--- src/hdl/lprb_pkg.sv ---
package lprb_pkg;

  localparam int DEPTH         = 4096;
  localparam int MAX_BURST     = 64;
  localparam int MAX_FRAME_DIM = 1024;
  localparam int CMDQ_DEPTH    = 2;

  localparam int PTR_W      = $clog2(DEPTH);
  localparam int FILL_W     = $clog2(DEPTH + 1);
  localparam int DIM_W      = $clog2(MAX_FRAME_DIM + 1);
  localparam int SIZE_W     = 2 * DIM_W;
  localparam int BURST_W    = $clog2(MAX_BURST + 1);
  localparam int NCMP_W     = (FILL_W > BURST_W) ? FILL_W : BURST_W;
  localparam int ENTRY_W    = 64;
  localparam int LOSS_W     = 32;
  localparam int FILL_OUT_W = 13;
  localparam int DIM_IN_W   = 11;
  localparam int COUNT_IN_W = 7;
  localparam int OP_W       = 3;

  typedef enum logic [OP_W-1:0] {
    OP_PUT          = 3'd0,
    OP_FRAME_START  = 3'd1,
    OP_FRAME_SAMPLE = 3'd2,
    OP_GET          = 3'd3,
    OP_CLEAR_LOSS   = 3'd4,
    OP_READ_STATUS  = 3'd5
  } op_t;

  typedef enum logic [1:0] {
    FM_IDLE,
    FM_STORE,
    FM_DROP
  } frame_mode_t;

  typedef enum logic [1:0] {
    ST_EXEC,
    ST_GET_RD,
    ST_GET_OUT
  } back_state_t;

  // one decoded request as it waits between front and back
  typedef struct packed {
    op_t                op;
    logic [15:0]        depth;
    logic [15:0]        point_x;
    logic [15:0]        point_y;
    logic [15:0]        angle;
    logic [DIM_W-1:0]   width;
    logic [DIM_W-1:0]   height;
    logic [SIZE_W-1:0]  size;
    logic [BURST_W-1:0] burst;
  } cmd_t;

  function automatic logic [DIM_W-1:0] sat_dim(input logic [DIM_IN_W-1:0] v);
    if (int'(v) > MAX_FRAME_DIM) return DIM_W'(MAX_FRAME_DIM);
    else return DIM_W'(v);
  endfunction

  function automatic logic [BURST_W-1:0] sat_burst(input logic [COUNT_IN_W-1:0] v);
    if (int'(v) > MAX_BURST) return BURST_W'(MAX_BURST);
    else return BURST_W'(v);
  endfunction

  function automatic logic [PTR_W-1:0] ptr_inc(input logic [PTR_W-1:0] p);
    logic [PTR_W:0] q;
    q = {1'b0, p} + 1'b1;
    if (int'(q) >= DEPTH) return '0;
    else return q[PTR_W-1:0];
  endfunction

  function automatic logic [LOSS_W-1:0] sat_add(input logic [LOSS_W-1:0] a,
                                                input logic [SIZE_W-1:0] b);
    logic [LOSS_W:0] s;
    s = {1'b0, a} + (LOSS_W+1)'(b);
    if (s[LOSS_W]) return '1;
    else return s[LOSS_W-1:0];
  endfunction

endpackage

--- src/hdl/lprb_front.sv ---
module lprb_front import lprb_pkg::*; (
  input  logic                  clk,
  input  logic                  rst_n,
  input  logic                  in_valid,
  output logic                  in_ready,
  input  logic [OP_W-1:0]       in_operation,
  input  logic signed [15:0]    in_depth,
  input  logic signed [15:0]    in_point_x,
  input  logic signed [15:0]    in_point_y,
  input  logic [DIM_IN_W-1:0]   in_frame_width,
  input  logic [DIM_IN_W-1:0]   in_frame_height,
  input  logic signed [15:0]    in_angle,
  input  logic [COUNT_IN_W-1:0] in_get_count,
  output logic                  cmd_valid,
  output cmd_t                  cmd,
  input  logic                  cmd_pop
);

  localparam int QI_W = (CMDQ_DEPTH > 1) ? $clog2(CMDQ_DEPTH) : 1;
  localparam int QC_W = $clog2(CMDQ_DEPTH + 1);

  cmd_t             q_r [CMDQ_DEPTH];
  logic [QI_W-1:0]  head_r, head_nxt;
  logic [QC_W-1:0]  count_r, count_nxt;
  logic [QI_W-1:0]  tail;
  logic             push;
  cmd_t             dec;
  logic [DIM_W-1:0] w_sat, h_sat;

  function automatic logic [QI_W-1:0] qi_inc(input logic [QI_W-1:0] i);
    if (int'(i) >= CMDQ_DEPTH - 1) return '0;
    else return QI_W'(i + 1'b1);
  endfunction

  // classify and saturate on the way in; frame size is formed here
  always_comb begin
    w_sat      = sat_dim(in_frame_width);
    h_sat      = sat_dim(in_frame_height);
    dec.op     = op_t'(in_operation);
    dec.depth  = in_depth;
    dec.point_x = in_point_x;
    dec.point_y = in_point_y;
    dec.angle  = in_angle;
    dec.width  = w_sat;
    dec.height = h_sat;
    dec.size   = SIZE_W'(w_sat) * SIZE_W'(h_sat);
    dec.burst  = sat_burst(in_get_count);
  end

  assign in_ready  = (int'(count_r) < CMDQ_DEPTH);
  assign push      = in_valid && in_ready;
  assign cmd_valid = (count_r != '0);
  assign cmd       = q_r[head_r];

  always_comb begin
    tail = head_r;
    for (int i = 0; i < CMDQ_DEPTH; i++) begin
      if (i < int'(count_r)) tail = qi_inc(tail);
    end
  end

  always_comb begin
    head_nxt  = head_r;
    count_nxt = count_r;
    if (cmd_pop) begin
      head_nxt = qi_inc(head_r);
    end
    case ({push, cmd_pop})
      2'b10:   count_nxt = count_r + 1'b1;
      2'b01:   count_nxt = count_r - 1'b1;
      default: count_nxt = count_r;
    endcase
  end

  always_ff @(posedge clk) begin
    if (!rst_n) begin
      head_r  <= '0;
      count_r <= '0;
    end else begin
      head_r  <= head_nxt;
      count_r <= count_nxt;
    end
  end

  always_ff @(posedge clk) begin
    if (push) begin
      q_r[tail] <= dec;
    end
  end

endmodule

--- config.mk ---
export PLATFORM = sky130hd
export DESIGN_NAME = lprb_front
export DESIGN_NICKNAME = d
export VERILOG_FILES = /design/src/hdl/lprb_pkg.sv /design/src/hdl/lprb_front.sv
export SDC_FILE = /design/constraint.sdc
export NUM_CORES = 1
export LEC_CHECK = 0
export BUFFER_PORTS_ARGS = -buffer_cell sky130_fd_sc_hd__buf_4
export CORE_MARGIN = 5
export CORE_UTILIZATION = 40
export CTS_CLUSTER_SIZE = 25
export DETAILED_ROUTE_END_ITERATION = 6
export PLACE_DENSITY = 0.69
export SLEW_MARGIN = 20
export SYNTH_ARGS = -nofsm -noshare
export SYNTH_HDL_FRONTEND = slang
export SYNTH_SLANG_ARGS = --single-unit
export TNS_END_PERCENT = 5
--- constraint.sdc ---
create_clock -name clk -period 17.3 [get_ports clk]
set_input_delay 1.73 -clock clk [delete_from_list [all_inputs] [get_ports clk]]
set_output_delay 1.73 -clock clk [all_outputs]
set_load 0.005 [all_outputs]
# Word-level counts from Yosys, hierarchy flattened
# Memory sizes are Yosys's and may differ from the RTL's. A register that Yosys moved wholly into a read port is not among the register bits.
# Index checks and enable logic that the tools add are counted.
[word_totals]
wordCells = 33
ram_bits = 236
input_bits = 100
memories = 1
regBits = 3
[mem_list]
columns = ["memory", "words", "width", "rd", "rd_clocked_by_memory_dff", "wr", "line", "text"]
rows = [
  ["q_r", 2, 118, 1, 1, 1, "lprb_front.sv:22", "cmd_t q_r [CMDQ_DEPTH];"],
]
[classes]
mul = 1
addsub = 4
n_eq_ne = 2
order_cmp = 8
muxes = 12
n_reduce_logical = 3
[op_table]
columns = ["op", "n"]
rows = [
  ["$gt A11 B11 Y1 const B", 2],
  ["$mul A11 B11 Y22", 1],
  ["$mux W11", 2],
  ["$mux W1", 8],
  ["$gt A7 B7 Y1 const B", 1],
  ["$mux W7", 1],
  ["$lt A1 B2 Y1 const A", 2],
  ["$pmux W2 S2", 1],
  ["$reduce_bool A2 Y1", 2],
  ["$add A1 B1 Y1 const B", 2],
  ["$add A2 B1 Y2 const B", 1],
  ["$eq A2 B1 Y1 const B", 1],
  ["$eq A2 B2 Y1 const B", 1],
  ["$ge A1 B1 Y1 const B", 2],
  ["$lt A2 B2 Y1 const B", 1],
  ["$sub A2 B1 Y2 const B", 1],
  ["$logic_and A1 B1 Y1", 1],
]

# Longest topological paths before layout
# Gate-level depths: netlist of the first run.
[logic_depth]
depth_word = 6
mapped_depth = 22
mapped_depth_nobuf = 21

# Worst setup path after synthesis of the first run
# Ideal clock, no wire load.
[synth_timing]
path_type = "input-to-reg"
startpoint = "in in_valid"
endpoint = "mem q_r[0][0] in the netlist's numbering, enable pin"
slack_ns = 9.985
setup_ns = 0.596
arrival_time_ns = 6.719
path_stages = 2
cell_sequence = "nand2_1 -> nor2_1"
[synth_via]
elab_chain_len = 3
[synth_rtl]
columns = ["item", "line", "text"]
rows = [
  ["start: declaration", "lprb_front.sv:4", "input logic in_valid,"],
  ["$logic_and A1 B1 Y1", "lprb_front.sv:51", "assign push = in_valid && in_ready;"],
  ["$mux W1", "lprb_front.sv:86", "if (push) begin"],
  ["$mux W1 (not written as such)", "lprb_front.sv:87", "q_r[tail] <= dec;"],
  ["end: declaration", "lprb_front.sv:22", ""],
]
# No other way between the ends.

==> results of run 1 <==
## metal layers
layer  vias to the layer above  GRT usage, %  share of wire (%)
met5                         -             0                  0
met4                         0          2.86                1.9
met3                        32          3.46                6.6
met2                       272          26.3                 49
met1                      3809          20.5                 43
li1                       3515             -                  -
## cell usage after synthesis, drive strengths merged, types with 2 or more instances
| cell | number | share of area (%) |
|---|---|---|
| edfxtp | 236 | 56 |
| inv | 121 | 3.6 |
| mux2 | 118 | 10 |
| fa | 80 | 13 |
| nand2 | 75 | 2.2 |
| nor2 | 68 | 2.0 |
| ha | 62 | 6.1 |
| clkbuf | 22 | 0.67 |
| and2 | 13 | 0.65 |
| xnor2 | 13 | 0.90 |
| a21oi | 12 | 0.47 |
| nand2b | 10 | 0.49 |
| xor2 | 10 | 0.69 |
| o21ai | 7 | 0.30 |
| nor2b | 6 | 0.30 |
| clkinv | 5 | 0.15 |
| a21o | 4 | 0.24 |
| dfxtp | 4 | 0.63 |
| buf | 3 | 0.12 |
| o21a | 3 | 0.24 |
| a211oi | 2 | 0.12 |
| a31oi | 2 | 0.098 |
| and3 | 2 | 0.11 |
| nand4 | 2 | 0.098 |
| nor3 | 2 | 0.079 |
| o211ai | 2 | 0.12 |
| o31ai | 2 | 0.23 |
## layout make-up
| class | instances | area share [%] |
|---|---|---|
| clock buffer | 30 | 4.25 |
| inverter | 126 | 3.02 |
| sequential | 240 | 45.8 |
| tap | 402 | 3.21 |
| multi-input combinational | 505 | 31.9 |
| timing repair buffer | 223 | 10.7 |
| clock inverter | 17 | 1.13 |
## stage by stage
| step | setup WS (ns) | instances | hold slack [ns] | total power (uW) | instance area [um^2] |
|---|---|---|---|---|---|
| after floorplan | 9.98 | 896 | 0.528 | 1120 | 12700 |
| after global placement | 9.87 | 1496 | 0.548 | 1320 | 14800 |
| after detailed placement | 9.81 | 1496 | 0.554 | 1330 | 14800 |
| after CTS | 10.37 | 1543 | 0.579 | 1880 | 15700 |
| after global routing | 10.09 | 1543 | 0.614 | 1950 | 15700 |
| final | 10.25 | 1543 | 0.573 | 1850 | 15700 |
## worst min-delay path, stage by stage, from the launching register on
cell,delay (ns)
dfxtp_1,0.33
nand2_1,0.04
o21ai_0,0.05
and2_1,0.12
## logic make-up after synthesis
logic type	synth area share, %
AOI/OAI and AO/OA	2.36
xor gates and xnor gates	1.58
adders and majority gates	18.7
buffers and inverters	4.51
DFF	56.4
muxes	10.4
and+or+nand+nor	6.05
## flip-flops by register name (all words and copies together), names as in the netlist, named ones only
register  flops
count_r       2
head_r        1
q_r         236
## where the power goes
| group | switching, uW | internal (uW) | leakage, uW | total (uW) |
|---|---|---|---|---|
| logic | 249 | 214 | 0.00392 | 463 |
| registers | 31.0 | 812 | 0.00226 | 843 |
| clock network | 224 | 321 | 0.000414 | 545 |
| total | 504 | 1350 | 0.00659 | 1850 |
## path summary, 6_finish.rpt
path,cells after the start,to,startpoint,slack [ns]
hold / removal,3,count_r[1],count_r[1],0.57
setup / recovery,19,q_r[1][27],in_frame_width[10],10.25
hold reg to reg,3,count_r[1],count_r[1],0.57
setup reg to reg,5,q_r[1][26],count_r[1],14.35
==> impl_metrics.py, run 1 <==
metrics = {
    "run_status": {
        "run_status": "complete, no violations",
    },
    "critical_path": {
        "path_max_fanout": 15,
        "critPathKind": "in -> reg",
        "crit_buf_inv": 6,
        "cp-end-kind": "flip-flop",
        "crit_slowest_cell": "fa_1",
        "crit_family": "adder cells",
        "crit_chain": "buf_4, inv_1, nand2_1, inv_1, nand2_1, fa_1, fa_1, inv_1, fa_1, fa_1, inv_1, fa_1, inv_1, ha_1, nand2_1, o21ai_0, a31oi_1, o41ai_1, xor2_1",
        "critical_path_required_ns": 17.55,
        "cp.arrival_ns": 7.30,
        "max_stage_delay_ns": 0.55,
        "startpoint_type": "primary input",
    },
    "timing": {
        "worst_pin_slew_ns": 0.870,
        "min_period_over_period_pct": 40.8,
        "setup_viol": 0,
        "finalHoldViolCount": 0,
        "grt_setup_unrepaired": "false",
        "max_freq_ghz": 0.142,
        "min_period_ns": 7.05,
        "fin_setup_tns_ns": 0,
        "slew_headroom_pct": 42.0,
        "drv_slew": 0,
        "finClkSkew_ns": 0.00744,
    },
    "finish": {
        "drive_above_1_share_pct": 34.0,
        "insertedDiodeCount": 0,
        "final_cell_mix": "236 x edfxtp_1, 223 x buf_4, 121 x inv_1, 118 x mux2_2, 80 x fa_1",
        "multi_input_area_um2": 4990,
        "final_common_cell": "edfxtp_1",
        "final_core_util_pct": 49.7,
        "fin_nets": 1364,
        "regArea_um2": 7170,
        "syn_to_final_growth_pct": 23.1,
        "nFillCells": 2784,
    },
    "clocking": {
        "cts_setup_buffers": 0,
        "insertion_delay_ns": 0.53,
        "cts_buffers": 26,
        "clkTransAtPathRegs_ns": 0.06,
        "hold_buffers": 0,
        "cts_tree": "built",
        "clockRootBuffer": "clkbuf_16",
        "cts_buffer_depth": 3,
        "htreeDepth": 1,
        "cts.sinks": 240,
        "post_cts_resized": 0,
    },
    "drt": {
        "viasPerCell": 4.94,
        "first_pass_iters": 5,
        "drc": 0,
        "wl_um": 28400,
        "via_count": 7628,
        "first_iter_violations": 458,
        "post_drt_wl_per_cell_um": 18.4,
        "detail-route-antenna-nets": 0,
    },
    "global_routing": {
        "grt_pass1_vias": 8138,
        "grt_first_pass_wirelength_um": 44000,
        "grt_use_total_pct": 15.4,
        "grt_max_degree": 61,
        "grt_overflow": 0,
        "antenna_found_initial": 0,
    },
    "power": {
        "leakagePower_uw": 0.00659,
        "ir_drop_mv": 0.0674,
        "power_density_nw_per_um2": 118,
    },
    "logic_synthesis": {
        "syn_area_um2": 12700,
        "synth_ff_type": "edfxtp_1",
        "yosysWarnings": 0,
        "synth_nets": 1138,
        "avgSynthCellArea_um2": 14.2,
        "synth_edf_count": 236,
        "syn_inst": 896,
        "ys_seq_elements": 240,
        "async_reset_ff_share_pct": 0,
        "ys_seq_area_share_pct": 56.4,
        "synth_cell_types": 44,
    },
    "hold_path": {
        "hold_path_class": "reg -> reg",
    },
    "die": {
        "die_height_um": 188,
        "start_util_pct": 40.4,
        "num_rows": 65,
        "die_area_um2": 35500,
        "die_w_um": 188,
        "core_um2": 31500,
        "io_pins": 220,
    },
    "placement": {
        "dp_hpwl_um": 20700,
        "portBuffers": 219,
        "globalplace.congestion": 0.901,
    },
    "run": {
        "maxCapViolCount": 0,
    },
}
Power figures use the tool's default switching activity.
==> run 2: changes to the inputs <==
==> constraint.sdc (replaced) <==
create_clock -name clk -period 7.2 [get_ports clk]
set_input_delay 0.72 -clock clk [delete_from_list [all_inputs] [get_ports clk]]
set_output_delay 0.72 -clock clk [all_outputs]
set_load 0.005 [all_outputs]
==> impl_metrics.py, run 2 (same netlist as run 1, synthesis figures left out) <==
metrics = {
    "run_status": {
        "run_status": "complete, no violations",
    },
    "finish": {
        "reg_top3": "q_r: 236 flops, count_r: 2 flops, head_r: 1 flops",
        "drive_above_1_share_pct": 34.1,
        "syn_to_final_growth_pct": 23.3,
        "final_cell_mix": "236 x edfxtp_1, 223 x buf_4, 121 x inv_1, 118 x mux2_2, 80 x fa_1",
        "fin_nets": 1364,
        "largest_register_ffs": 236,
        "final_cell_area_um2": 15700,
        "nFillCells": 2731,
        "final_common_cell": "edfxtp_1",
        "insertedDiodeCount": 0,
        "top_register": "q_r",
    },
    "critical_path": {
        "startpoint_type": "primary input",
        "critPathKind": "in -> reg",
        "rrSetupSlack_ns": 4.25,
        "cp.arrival_ns": 6.29,
        "cp-end-kind": "flip-flop",
        "path_max_fanout": 15,
        "critical_path_required_ns": 7.46,
    },
    "drt": {
        "wl_um": 28300,
        "detail-route-antenna-nets": 0,
        "post_drt_wl_per_cell_um": 18.4,
        "drc": 0,
        "first_iter_violations": 405,
        "viasPerCell": 4.97,
        "first_pass_iters": 5,
        "via_count": 7679,
    },
    "die": {
        "die_area_um2": 35500,
        "die_height_um": 188,
        "start_util_pct": 40.4,
        "core_um2": 31500,
        "io_pins": 220,
        "die_w_um": 188,
        "num_rows": 65,
    },
    "global_routing": {
        "grt_first_pass_wirelength_um": 45100,
        "grt_max_degree": 61,
        "antenna_found_initial": 0,
        "grt_use_total_pct": 15.8,
        "grt_pass1_vias": 8247,
        "grt_overflow": 0,
    },
    "placement": {
        "place_area_um2": 14800,
        "dp_hpwl_um": 20800,
        "globalplace.congestion": 0.904,
        "portBuffers": 219,
    },
    "timing": {
        "whs_ns": 0.372,
        "grt_setup_unrepaired": "false",
        "finClkSkew_ns": 0.00740,
        "min_period_ns": 6.03,
        "setup_viol": 0,
        "min_period_over_period_pct": 83.8,
        "slew_headroom_pct": 40.0,
        "fin_setup_tns_ns": 0,
        "finalHoldViolCount": 0,
        "worst_pin_slew_ns": 0.900,
        "drv_slew": 0,
        "max_freq_ghz": 0.166,
    },
    "clocking": {
        "cts_buffer_depth": 3,
        "hold_buffers": 0,
        "clockRootBuffer": "clkbuf_16",
        "post_cts_resized": 0,
        "clkTransAtPathRegs_ns": 0.07,
        "insertion_delay_ns": 0.53,
        "cts_tree": "built",
        "cts_buffers": 26,
        "cts.sinks": 240,
        "cts_setup_buffers": 0,
        "htreeDepth": 1,
    },
    "power": {
        "leakagePower_uw": 0.00661,
        "ir_drop_mv": 0.201,
        "power_density_nw_per_um2": 286,
    },
    "run": {
        "maxCapViolCount": 0,
    },
    "hold_path": {
        "hold_path_class": "in -> reg",
    },
}
[run 2: cell count changes in the layout (fill, tap and decap cells not counted), sizes merged]
cell	previous run	this run
bufinv	3	4
clkbuf	30	27
inv	121	123
clkinv	19	20
[run 2: worst max-delay path: stages]
cell,delay (ns)
buf_4,0.15
inv_1,0.36
nand2_1,0.37
inv_1,0.31
nand2_1,0.12
fa_1,0.52
fa_1,0.52
inv_1,0.05
fa_1,0.50
fa_1,0.55
inv_1,0.05
fa_1,0.52
inv_1,0.04
ha_1,0.37
nand2_1,0.11
o21ai_0,0.20
a31oi_1,0.14
o41ai_1,0.51
xor2_1,0.15
[run 2: metrics by stage]
stage	utilization (%)	cells	setup WS, ns	power [uW]
3_5_place_dp	47.1	1496	0.712	3200
3_3_place_gp	47.1	1496	0.778	3170
2_1_floorplan	-	896	0.895	2690
4_1_cts	49.8	1544	1.29	4560
6_report	49.8	1544	1.17	4480
5_1_grt	49.8	1544	0.897	4740
[run 2: where the power goes]
group	total, uW	switching [uW]	internal, uW
logic	1110	597	516
clock network	1340	537	807
registers	2030	74.2	1950
[run 2: cell type report]
cell class | instances | area, um^2 | share of cell area, %
Clock inverter | 21 | 221 | 1.41
Tap cell | 402 | 503 | 3.21
Clock buffer | 27 | 654 | 4.17
Multi-Input combinational cell | 505 | 4990 | 31.8
Inverter | 126 | 473 | 3.02
Sequential cell | 240 | 7170 | 45.7
Timing Repair Buffer | 223 | 1670 | 10.7
[run 2: path summary, 6_finish.rpt]
kind / startpoint / to / cells past startpoint
max: in_frame_width[10] / q_r[1][27] / 19
max reg2reg: count_r[1] / q_r[1][23] / 5
min reg2reg: count_r[1] / count_r[1] / 3
min: in_point_y[10] / q_r[0][77] / 1
[run 2: per-layer routing]
metal,global-route usage (%),share of wire (%)
met3,3.06,6.5
met1,21.4,42
met5,0,0
met4,3.42,2.4
met2,26.5,49
